<file path="config.mk">
export PLATFORM = sky130hd
export DESIGN_NAME = class_priority_window_scheduler_top
export DESIGN_NICKNAME = d
export VERILOG_FILES = /design/src/design/cpws_pkg.sv /design/src/design/class_priority_window_scheduler_top.sv /design/src/design/cpws_front.sv /design/src/design/cpws_engine.sv
export SDC_FILE = /design/constraint.sdc
export NUM_CORES = 2
export LEC_CHECK = 0
export BUFFER_PORTS_ARGS = -buffer_cell sky130_fd_sc_hd__buf_2
export CAP_MARGIN = 20
export CORE_ASPECT_RATIO = 1.5
export CORE_MARGIN = 5
export CORE_UTILIZATION = 43
export CTS_CLUSTER_SIZE = 20
export DETAILED_ROUTE_END_ITERATION = 10
export GPL_ROUTABILITY_DRIVEN = 1
export PLACE_DENSITY_LB_ADDON = 0.12
export SLEW_MARGIN = 20
export SYNTH_ARGS = -nofsm -noshare
export SYNTH_HDL_FRONTEND = slang
export SYNTH_SLANG_ARGS = --single-unit
export TNS_END_PERCENT = 1
</file>
<file path="constraint.sdc">
create_clock -name clk -period 6.65 [get_ports clk]
set_clock_uncertainty 0.1 [all_clocks]
set_input_delay 0.3325 -clock clk [delete_from_list [all_inputs] [get_ports clk]]
set_output_delay 0.3325 -clock clk [all_outputs]
set_load 0.05 [all_outputs]
</file>
<file path="src/design/cpws_pkg.sv">
// ----------------------------------------------------------------------------
// cpws_pkg
// Shared types and constants of the class priority window scheduler.
// ----------------------------------------------------------------------------
`default_nettype none

package cpws_pkg;

    localparam int NUM_CLASSES     = 4;
    localparam int CLS_W           = 2;
    localparam int TAG_BITS        = 16;
    localparam int PRIO_W          = 4;
    localparam int WIN_W           = 4;
    localparam int QUEUE_DEPTH_DEF = 16;
    localparam int WINDOW_CAP_DEF  = 10;
    localparam int CMDQ_DEPTH      = 2;

    localparam int CFG_IDX_W  = 3;
    localparam int CFG_DATA_W = 16;

    localparam int S_FIELD_W = CLS_W + TAG_BITS + 1;
    localparam int S_TDATA_W = ((S_FIELD_W + 7) / 8) * 8;
    localparam int M_FIELD_W = TAG_BITS + CLS_W + 1;
    localparam int M_TDATA_W = ((M_FIELD_W + 7) / 8) * 8;

    localparam logic [CFG_IDX_W-1:0] REG_ENABLE_MASK   = 3'd0;
    localparam logic [CFG_IDX_W-1:0] REG_PRIORITIES    = 3'd1;
    localparam logic [CFG_IDX_W-1:0] REG_INIT_WINDOWS  = 3'd2;
    localparam logic [CFG_IDX_W-1:0] REG_RELIABLE_MASK = 3'd3;

    typedef enum logic
    {
        CMD_ENQ,
        CMD_FB
    } cmd_kind_t;

    typedef struct packed
    {
        cmd_kind_t            kind;
        logic [CLS_W-1:0]     cls;
        logic [TAG_BITS-1:0]  tag;
        logic                 success;
    } cmd_t;

    typedef struct packed
    {
        logic [NUM_CLASSES-1:0]        enable;
        logic [NUM_CLASSES*PRIO_W-1:0] prio;
        logic [NUM_CLASSES-1:0]        reliable;
        logic                          win_load;
        logic [NUM_CLASSES*WIN_W-1:0]  win_init;
    } cfg_t;

    typedef struct packed
    {
        logic [TAG_BITS-1:0] tag;
        logic [CLS_W-1:0]    cls;
        logic                fec;
        logic                dropped;
        logic                last;
    } result_t;

    typedef enum logic [2:0]
    {
        ST_IDLE,
        ST_EXEC,
        ST_DROP,
        ST_PICK,
        ST_READ,
        ST_EMIT
    } state_t;

endpackage

`default_nettype wire

</file>
<file path="src/design/class_priority_window_scheduler_top.sv">
// ----------------------------------------------------------------------------
// class_priority_window_scheduler_top
// A feedback word is applied in the engine's EXEC state. An enqueue passes
// EXEC, PICK and READ before EMIT registers its first result; a drop passes
// EXEC before DROP registers its result. An enqueue holds the engine in PICK
// per class and READ and EMIT per packet, set by the one-port tag memory read
// and output register; a two-word command queue takes input words meanwhile.
// Reset: asynchronous active low; clears queues, windows and configuration.
// ----------------------------------------------------------------------------
`default_nettype none

module class_priority_window_scheduler_top
    import cpws_pkg::*;
#(
    parameter int QUEUE_DEPTH = QUEUE_DEPTH_DEF,
    parameter int WINDOW_CAP  = WINDOW_CAP_DEF
)
(
    input  wire logic                  clk,
    input  wire logic                  rst_n,
    input  wire logic                  s_tvalid,
    output logic                       s_tready,
    // Fields from bit 0: class_id, packet_tag, success, zero padding.
    input  wire logic [S_TDATA_W-1:0]  s_tdata,
    // Field: req_type.
    input  wire logic                  s_tuser,
    output logic                       m_tvalid,
    input  wire logic                  m_tready,
    // Fields from bit 0: sent_tag, sent_class, fec_applied, zero padding.
    output logic [M_TDATA_W-1:0]       m_tdata,
    // Field: dropped.
    output logic                       m_tuser,
    output logic                       m_tlast,
    input  wire logic                  cfg_valid,
    output logic                       cfg_ready,
    input  wire logic [CFG_IDX_W-1:0]  cfg_index,
    input  wire logic [CFG_DATA_W-1:0] cfg_data
);

    logic [NUM_CLASSES-1:0]        enable_reg;
    logic [NUM_CLASSES*PRIO_W-1:0] prio_reg;
    logic [NUM_CLASSES-1:0]        reliable_reg;
    logic                          cfg_write;
    cfg_t                          cfg;
    logic                          cmd_valid;
    cmd_t                          cmd;
    logic                          cmd_pop;
    logic                          out_valid;
    result_t                       out_res;

    assign cfg_ready = 1'b1;
    assign cfg_write = cfg_valid && cfg_ready;

    always_ff @(posedge clk or negedge rst_n)
    begin
        if (!rst_n)
        begin
            enable_reg   <= '0;
            prio_reg     <= '0;
            reliable_reg <= '0;
        end
        else if (cfg_write)
        begin
            case (cfg_index)
                REG_ENABLE_MASK:   enable_reg   <= cfg_data[NUM_CLASSES-1:0];
                REG_PRIORITIES:    prio_reg     <= cfg_data[NUM_CLASSES*PRIO_W-1:0];
                REG_RELIABLE_MASK: reliable_reg <= cfg_data[NUM_CLASSES-1:0];
                default:
                begin
                end
            endcase
        end
    end

    always_comb
    begin
        cfg.enable   = enable_reg;
        cfg.prio     = prio_reg;
        cfg.reliable = reliable_reg;
        cfg.win_load = cfg_write && (cfg_index == REG_INIT_WINDOWS);
        cfg.win_init = cfg_data[NUM_CLASSES*WIN_W-1:0];
    end

    cpws_front u_front
    (
        .clk       (clk),
        .rst_n     (rst_n),
        .s_tvalid  (s_tvalid),
        .s_tready  (s_tready),
        .s_tdata   (s_tdata),
        .s_tuser   (s_tuser),
        .cmd_valid (cmd_valid),
        .cmd       (cmd),
        .cmd_pop   (cmd_pop)
    );

    cpws_engine
    #(
        .QUEUE_DEPTH (QUEUE_DEPTH),
        .WINDOW_CAP  (WINDOW_CAP)
    )
    u_engine
    (
        .clk       (clk),
        .rst_n     (rst_n),
        .cmd_valid (cmd_valid),
        .cmd       (cmd),
        .cmd_pop   (cmd_pop),
        .cfg       (cfg),
        .out_ready (m_tready),
        .out_valid (out_valid),
        .out_res   (out_res)
    );

    assign m_tvalid = out_valid;
    assign m_tdata  = {{(M_TDATA_W - M_FIELD_W){1'b0}}, out_res.fec, out_res.cls, out_res.tag};
    assign m_tuser  = out_res.dropped;
    assign m_tlast  = out_res.last;

endmodule

`default_nettype wire

</file>
<file path="src/design/cpws_front.sv">
// ----------------------------------------------------------------------------
// cpws_front
// Accepts input words, classifies them as enqueue or feedback commands and
// holds them in a short command queue for the scheduling engine.
// ----------------------------------------------------------------------------
`default_nettype none

module cpws_front
    import cpws_pkg::*;
(
    input  wire logic                 clk,
    input  wire logic                 rst_n,
    input  wire logic                 s_tvalid,
    output logic                      s_tready,
    input  wire logic [S_TDATA_W-1:0] s_tdata,
    input  wire logic                 s_tuser,
    output logic                      cmd_valid,
    output cmd_t                      cmd,
    input  wire logic                 cmd_pop
);

    localparam int QPTR_W = (CMDQ_DEPTH > 1) ? $clog2(CMDQ_DEPTH) : 1;
    localparam int QCNT_W = $clog2(CMDQ_DEPTH + 1);
    localparam logic [QPTR_W-1:0] QPTR_LAST = QPTR_W'(CMDQ_DEPTH - 1);
    localparam logic [QCNT_W-1:0] QCNT_FULL = QCNT_W'(CMDQ_DEPTH);

    cmd_t              entry_reg [CMDQ_DEPTH];
    logic [QPTR_W-1:0] wr_ptr_reg;
    logic [QPTR_W-1:0] wr_ptr_next;
    logic [QPTR_W-1:0] rd_ptr_reg;
    logic [QPTR_W-1:0] rd_ptr_next;
    logic [QCNT_W-1:0] count_reg;
    logic [QCNT_W-1:0] count_next;
    logic              push;
    cmd_t              in_cmd;

    always_comb
    begin
        in_cmd.kind    = s_tuser ? CMD_FB : CMD_ENQ;
        in_cmd.cls     = s_tdata[CLS_W-1:0];
        in_cmd.tag     = s_tdata[CLS_W +: TAG_BITS];
        in_cmd.success = s_tdata[CLS_W + TAG_BITS];
    end

    assign s_tready  = (count_reg != QCNT_FULL);
    assign push      = s_tvalid && s_tready;
    assign cmd_valid = (count_reg != '0);
    assign cmd       = entry_reg[rd_ptr_reg];

    always_comb
    begin
        wr_ptr_next = wr_ptr_reg;
        rd_ptr_next = rd_ptr_reg;
        count_next  = count_reg;
        if (push)
        begin
            wr_ptr_next = (wr_ptr_reg == QPTR_LAST) ? '0 : wr_ptr_reg + 1'b1;
        end
        if (cmd_pop)
        begin
            rd_ptr_next = (rd_ptr_reg == QPTR_LAST) ? '0 : rd_ptr_reg + 1'b1;
        end
        if (push && !cmd_pop)
        begin
            count_next = count_reg + 1'b1;
        end
        else if (!push && cmd_pop)
        begin
            count_next = count_reg - 1'b1;
        end
    end

    always_ff @(posedge clk or negedge rst_n)
    begin
        if (!rst_n)
        begin
            wr_ptr_reg <= '0;
            rd_ptr_reg <= '0;
            count_reg  <= '0;
        end
        else
        begin
            wr_ptr_reg <= wr_ptr_next;
            rd_ptr_reg <= rd_ptr_next;
            count_reg  <= count_next;
        end
    end

    always_ff @(posedge clk)
    begin
        if (push)
        begin
            entry_reg[wr_ptr_reg] <= in_cmd;
        end
    end

endmodule

`default_nettype wire

</file>
<file path="src/design/cpws_engine.sv">
// ----------------------------------------------------------------------------
// cpws_engine
// Keeps the class FIFOs and windows, applies feedback, and runs the strict
// priority scheduling pass that sends packets into the output register.
// ----------------------------------------------------------------------------
`default_nettype none

module cpws_engine
    import cpws_pkg::*;
#(
    parameter int QUEUE_DEPTH = QUEUE_DEPTH_DEF,
    parameter int WINDOW_CAP  = WINDOW_CAP_DEF
)
(
    input  wire logic clk,
    input  wire logic rst_n,
    input  wire logic cmd_valid,
    input  wire cmd_t cmd,
    output logic      cmd_pop,
    input  wire cfg_t cfg,
    input  wire logic out_ready,
    output logic      out_valid,
    output result_t   out_res
);

    localparam int PTR_W     = $clog2(QUEUE_DEPTH);
    localparam int CNT_W     = $clog2(QUEUE_DEPTH + 1);
    localparam int MEM_DEPTH = NUM_CLASSES << PTR_W;
    localparam logic [PTR_W-1:0] PTR_LAST = PTR_W'(QUEUE_DEPTH - 1);
    localparam logic [CNT_W-1:0] CNT_FULL = CNT_W'(QUEUE_DEPTH);
    localparam logic [CNT_W-1:0] CNT_ONE  = CNT_W'(1);
    localparam logic [WIN_W-1:0] WIN_CAP  = WIN_W'(WINDOW_CAP);
    localparam logic [WIN_W-1:0] WIN_ONE  = WIN_W'(1);

    logic [TAG_BITS-1:0] mem [MEM_DEPTH];

    state_t                 state_reg;
    state_t                 state_next;
    cmd_t                   cmd_reg;
    logic [CLS_W-1:0]       cur_reg;
    logic [NUM_CLASSES-1:0] visited_reg;
    logic [WIN_W-1:0]       sent_reg;
    logic                   last_reg;
    logic [PTR_W-1:0]       head_reg  [NUM_CLASSES];
    logic [PTR_W-1:0]       tail_reg  [NUM_CLASSES];
    logic [CNT_W-1:0]       count_reg [NUM_CLASSES];
    logic [WIN_W-1:0]       win_reg   [NUM_CLASSES];
    logic [TAG_BITS-1:0]    rd_data_reg;
    logic                   out_valid_reg;
    result_t                out_res_reg;

    logic [PTR_W-1:0]       cur_head;
    logic [PTR_W-1:0]       cur_tail;
    logic [CNT_W-1:0]       cur_count;
    logic [WIN_W-1:0]       cur_win;
    logic [WIN_W-1:0]       fb_win;
    logic [NUM_CLASSES-1:0] cand;
    logic                   pick_valid;
    logic [CLS_W-1:0]       pick_cls;
    logic [PRIO_W-1:0]      pick_prio;
    logic                   queue_full;
    logic                   more_now;
    logic                   more_after;
    logic                   out_free;

    logic do_fb;
    logic do_enq;
    logic do_pick;
    logic do_read;
    logic do_emit;
    logic do_drop;

    assign cur_head  = head_reg[cur_reg];
    assign cur_tail  = tail_reg[cur_reg];
    assign cur_count = count_reg[cur_reg];
    assign cur_win   = win_reg[cur_reg];

    assign queue_full = (cur_count == CNT_FULL);
    assign more_now   = (cur_count != '0) && (sent_reg < cur_win);
    assign more_after = (cur_count != CNT_ONE)
                        && ({1'b0, sent_reg} + 1'b1 < {1'b0, cur_win});
    assign out_free   = !out_valid_reg || out_ready;

    always_comb
    begin
        if (cmd_reg.success)
        begin
            fb_win = (cur_win >= WIN_CAP) ? WIN_CAP : cur_win + 1'b1;
        end
        else
        begin
            fb_win = ((cur_win >> 1) == '0) ? WIN_ONE : (cur_win >> 1);
        end
    end

    always_comb
    begin
        pick_valid = 1'b0;
        pick_cls   = '0;
        pick_prio  = '0;
        for (int c = 0; c < NUM_CLASSES; c++)
        begin
            cand[c] = cfg.enable[c] && !visited_reg[c]
                      && (count_reg[c] != '0) && (win_reg[c] != '0);
            if (cand[c] && (!pick_valid || (cfg.prio[PRIO_W*c +: PRIO_W] < pick_prio)))
            begin
                pick_valid = 1'b1;
                pick_cls   = CLS_W'(c);
                pick_prio  = cfg.prio[PRIO_W*c +: PRIO_W];
            end
        end
    end

    always_comb
    begin
        state_next = state_reg;
        case (state_reg)
            ST_IDLE:
            begin
                if (cmd_valid)
                begin
                    state_next = ST_EXEC;
                end
            end
            ST_EXEC:
            begin
                if (cmd_reg.kind == CMD_FB)
                begin
                    state_next = ST_IDLE;
                end
                else if (queue_full)
                begin
                    state_next = ST_DROP;
                end
                else
                begin
                    state_next = ST_PICK;
                end
            end
            ST_DROP:
            begin
                if (out_free)
                begin
                    state_next = ST_IDLE;
                end
            end
            ST_PICK:
            begin
                state_next = pick_valid ? ST_READ : ST_IDLE;
            end
            ST_READ:
            begin
                state_next = ST_EMIT;
            end
            ST_EMIT:
            begin
                if (out_free)
                begin
                    state_next = more_now ? ST_READ : ST_PICK;
                end
            end
            default:
            begin
                state_next = ST_IDLE;
            end
        endcase
    end

    always_comb
    begin
        cmd_pop = (state_reg == ST_IDLE) && cmd_valid;
        do_fb   = (state_reg == ST_EXEC) && (cmd_reg.kind == CMD_FB);
        do_enq  = (state_reg == ST_EXEC) && (cmd_reg.kind == CMD_ENQ) && !queue_full;
        do_pick = (state_reg == ST_PICK) && pick_valid;
        do_read = (state_reg == ST_READ);
        do_emit = (state_reg == ST_EMIT) && out_free;
        do_drop = (state_reg == ST_DROP) && out_free;
    end

    always_ff @(posedge clk or negedge rst_n)
    begin
        if (!rst_n)
        begin
            state_reg     <= ST_IDLE;
            cur_reg       <= '0;
            visited_reg   <= '0;
            sent_reg      <= '0;
            last_reg      <= 1'b0;
            out_valid_reg <= 1'b0;
            for (int c = 0; c < NUM_CLASSES; c++)
            begin
                head_reg[c]  <= '0;
                tail_reg[c]  <= '0;
                count_reg[c] <= '0;
                win_reg[c]   <= '0;
            end
        end
        else
        begin
            state_reg <= state_next;
            if (cmd_pop)
            begin
                cur_reg <= cmd.cls;
            end
            if (cfg.win_load)
            begin
                for (int c = 0; c < NUM_CLASSES; c++)
                begin
                    win_reg[c] <= (cfg.win_init[WIN_W*c +: WIN_W] > WIN_CAP)
                                  ? WIN_CAP : cfg.win_init[WIN_W*c +: WIN_W];
                end
            end
            else if (do_fb)
            begin
                win_reg[cur_reg] <= fb_win;
            end
            if (do_enq)
            begin
                tail_reg[cur_reg]  <= (cur_tail == PTR_LAST) ? '0 : cur_tail + 1'b1;
                count_reg[cur_reg] <= cur_count + 1'b1;
                visited_reg        <= '0;
            end
            if (do_pick)
            begin
                cur_reg               <= pick_cls;
                visited_reg[pick_cls] <= 1'b1;
                sent_reg              <= '0;
            end
            if (do_read)
            begin
                head_reg[cur_reg]  <= (cur_head == PTR_LAST) ? '0 : cur_head + 1'b1;
                count_reg[cur_reg] <= cur_count - 1'b1;
                sent_reg           <= sent_reg + 1'b1;
                last_reg           <= !more_after && !(|cand);
            end
            if (do_emit || do_drop)
            begin
                out_valid_reg <= 1'b1;
            end
            else if (out_ready)
            begin
                out_valid_reg <= 1'b0;
            end
        end
    end

    always_ff @(posedge clk)
    begin
        if (cmd_pop)
        begin
            cmd_reg <= cmd;
        end
        if (do_enq)
        begin
            mem[{cur_reg, cur_tail}] <= cmd_reg.tag;
        end
        if (do_read)
        begin
            rd_data_reg <= mem[{cur_reg, cur_head}];
        end
        if (do_emit)
        begin
            out_res_reg.tag     <= rd_data_reg;
            out_res_reg.cls     <= cur_reg;
            out_res_reg.fec     <= cfg.reliable[cur_reg];
            out_res_reg.dropped <= 1'b0;
            out_res_reg.last    <= last_reg;
        end
        else if (do_drop)
        begin
            out_res_reg.tag     <= cmd_reg.tag;
            out_res_reg.cls     <= cmd_reg.cls;
            out_res_reg.fec     <= 1'b0;
            out_res_reg.dropped <= 1'b1;
            out_res_reg.last    <= 1'b1;
        end
    end

    assign out_valid = out_valid_reg;
    assign out_res   = out_res_reg;

endmodule

`default_nettype wire

</file>
==> results.tsv <==
stage	metric	value	unit
critical_path	end_kind	flip-flop	
global_routing	grt_pass1_wl	210	mm
critical_path	r2r-end	u_engine.visited_reg[1]$_DFF_PN0_	
sta	tightest_slew	1080	ps
clock_network	cts_sinks	1232	
power	ir_drop	414	µV
route	drt_pass1_iterations	6	
sta	setup_viol_count_final	0	
clock_network	cts_made_buffers	114	
run_status	status	complete, no violations	
die	ios	78	
die	initial_core_util	43.2	%
power	leakagePower	19.3	nW
die	dieArea	124000	µm²
power	finalPower	27.6	mW
place	place_congestion	0.849	
route	vias	31000	
sta	slew_headroom	27.4	%
power	power_frac_clock	23.9	%
route	drc	0	
global_routing	grt_start_max_net_pins	134	
yosys	yosysTopAreaCell	edfxtp_1	
critical_path	cp_max_fo	11	
critical_path	crit_start	u_engine.count_reg[17]$_DFF_PN0_	
sta	final.setup.tns	0	ps
clock_network	cts_resized	0	
yosys	synth_warnings	0	
sta	min_period	5880	ps
worst_hold_path	worstHoldPathCells	4	
yosys	ys_types	79	
critical_path	r2r-start	u_engine.count_reg[17]$_DFF_PN0_	
power	switchingPower	10.8	mW
job	maxCapViolCount	0	
sta	rsz0062_at_grt	no	
die	die_h	428	µm
clock_network	cts_root_buffer	clkbuf_16	
global_routing	overflow	0	
critical_path	rrSetupSlack	770	ps
layout	largest_reg_flops	1024	
die	rows	153	
power	p_comb_share	37.9	%
yosys	synth_commonest_cells	edfxtp_1, nand2_1, nand3_1	
power	p_int	16.8	mW
power	powerDensity	487	nW/µm²
yosys	synth_area	50200	µm²
global_routing	antenna_found_initial	4	
yosys	yosysMostFrequentCell	edfxtp_1	
route	drt_iter0_drc	2669	
sta	post-route-period-util	88.4	%
critical_path	r2r_cells	22	
yosys	synth-edff-count	1120	
clock_network	clk_latency	720	ps
layout	fillers	9988	
clock_network	post_cts_buffers	0	
yosys	synthCells	3628	
yosys	synth_seq_cells	1232	
yosys	yosysSeqAreaShare	72.6	%
power	p_seq_share	38.3	%
sta	drv_slew	0	
worst_hold_path	worstHoldPathType	in -> reg	
power	switching_share	39.0	%
die	core	116000	µm²
die	chipWidth	289	µm
clock_network	h-tree-depth	3	
sta	hold_violations	0	
global_routing	grt_pass1_vias	30500	
layout	area_growth	13.0	%
critical_path	required	7120	ps
yosys	synthTopCellsByArea	edfxtp_1, nand2_1, dfrtp_1, nand3_1, mux4_2	
critical_path	crit_arrival	6350	ps
sta	timing.fmax	170	MHz
critical_path	criticalPathCategory	reg -> reg	
worst_hold_path	holdPathEnd	reliable_reg[0]$_DFFE_PN0P_	
clock_network	clk_pin_slew	70	ps
clock_network	cts.path.max_buffers	3	
worst_hold_path	min_from	cfg_index[2]	
yosys	synth_flop_cell	edfxtp_1	
critical_path	critPathLaunchType	flip-flop	
place	port_buffers	66	
route	drt-wirelength-per-cell	26.6	µm
route	totalWireLength	144	mm
route	viasPerCell	5.72	
global_routing	grt_util_all_layers	23.0	%
layout	drive_gt1_share	12.6	%
clock_network	cts_tree	done	
yosys	avgSynthCellArea	13.8	µm²
yosys	synth_top_area_share	67.0	%
yosys	async_flop_share	9.01	%
layout	layout.nets	3841	
route	antenna_left	0	
place	place_hpwl	86.0	mm
## timing repair
| action | 4_1_cts | 5_1_grt |
|---|---|---|
| hold endpoints to repair | 136 | 0 |
| setup endpoints to repair | 0 | 0 |
| hold buffers | 41 | 0 |
## metrics by stage
stage / worst slack, ps / instance area (µm²) / cells / hold WS (ps) / util [%]
after floorplan: 1530 / 50200 / 3632 / -63.1 / -
after global placement: 812 / 52600 / 5161 / 328 / 45.3
after detailed placement: 776 / 52600 / 5161 / 329 / 45.3
after CTS: 770 / 56700 / 5417 / 28.0 / 48.9
after global routing: 481 / 56700 / 5417 / 112 / 48.9
final: 772 / 56700 / 5419 / 70.6 / 48.9
## worst max path at each step
stage | end | slack, ps
final | u_engine.visited_reg[1]$_DFF_PN0_ | 770
after floorplan | u_engine.visited_reg[2]$_DFF_PN0_ | 1530
after detailed placement | u_engine.visited_reg[2]$_DFF_PN0_ | 780
after CTS | u_engine.visited_reg[1]$_DFF_PN0_ | 770
after global placement | u_engine.visited_reg[1]$_DFF_PN0_ | 810
after global routing | u_engine.visited_reg[1]$_DFF_PN0_ | 480
## cell usage in the layout, fill, tap and decap left out, drive strengths merged, types with 72 or more instances in the layout
cell type	n
nand2	831
a31oi	113
nand3	266
nor2	135
a211oi	96
buf	203
o21ai	72
nor2b	88
edfxtp	1120
clkbuf	158
dfrtp	111
## metal layers
layer	vias up	global-route usage, %	share of wire (%)
met2	941	39.7	51
met5	-	0	0.019
met3	227	2.61	5.0
li1	13900	-	-
met1	15900	29.8	40
met4	4	8.68	3.8
## cell families (layout without fill, tap and decap cells)
family / count (synthesis) / after routing / synth area share (%)
compound gates: 525 / 525 / 7.50
xor+xnor: 15 / 15 / 0.262
fa+ha+maj: 24 / 24 / 0.599
buf+inv: 243 / 478 / 2.40
flops: 1232 / 1232 / 72.6
mux: 143 / 143 / 4.02
other cells: 2 / 8 / 0.0150
simple gates: 1444 / 1444 / 12.6
## cell type report
| cell class | instances | area (µm²) | area share [%] |
|---|---|---|---|
| Clock inverter | 57 | 616 | 1.09 |
| Timing Repair Buffer | 244 | 1860 | 3.28 |
| Antenna cell | 2 | 5.00 | 0.00883 |
| Sequential cell | 1232 | 36400 | 64.3 |
| Inverter | 19 | 95.1 | 0.168 |
| Multi-Input combinational cell | 2157 | 12600 | 22.3 |
| Tap cell | 1550 | 1940 | 3.42 |
| Clock buffer | 158 | 3100 | 5.47 |
## worst max-delay path: stages, from the launching register on
cell and delay (ps):
dfrtp_1 420, nor4_1 610, a2111oi_4 220, nand2_1 140, ha_1 250, a2111o_1 390
a31oi_1 160, buf_4 220, nor2_1 60, a21oi_1 200, ha_1 300, nand3_1 130
nor2b_1 80, a2bb2o_4 210, o21a_1 130, a21o_1 290, o21ai_0 250, ha_1 300
a21o_1 190, a211o_1 290, or2_2 300, o31ai_4 340, o22ai_1 140
## power groups by stage
stage / registers [mW] / logic (mW) / clock network (mW)
global route: 10.6 / 11.4 / 7.03
finish: 10.6 / 10.4 / 6.59
global placement: 10.7 / 10.4 / 0
CTS: 10.6 / 10.6 / 6.72
floorplan: 11.0 / 6.44 / 0
detailed placement: 10.7 / 10.5 / 0
(Power assumes the default switching activity.)
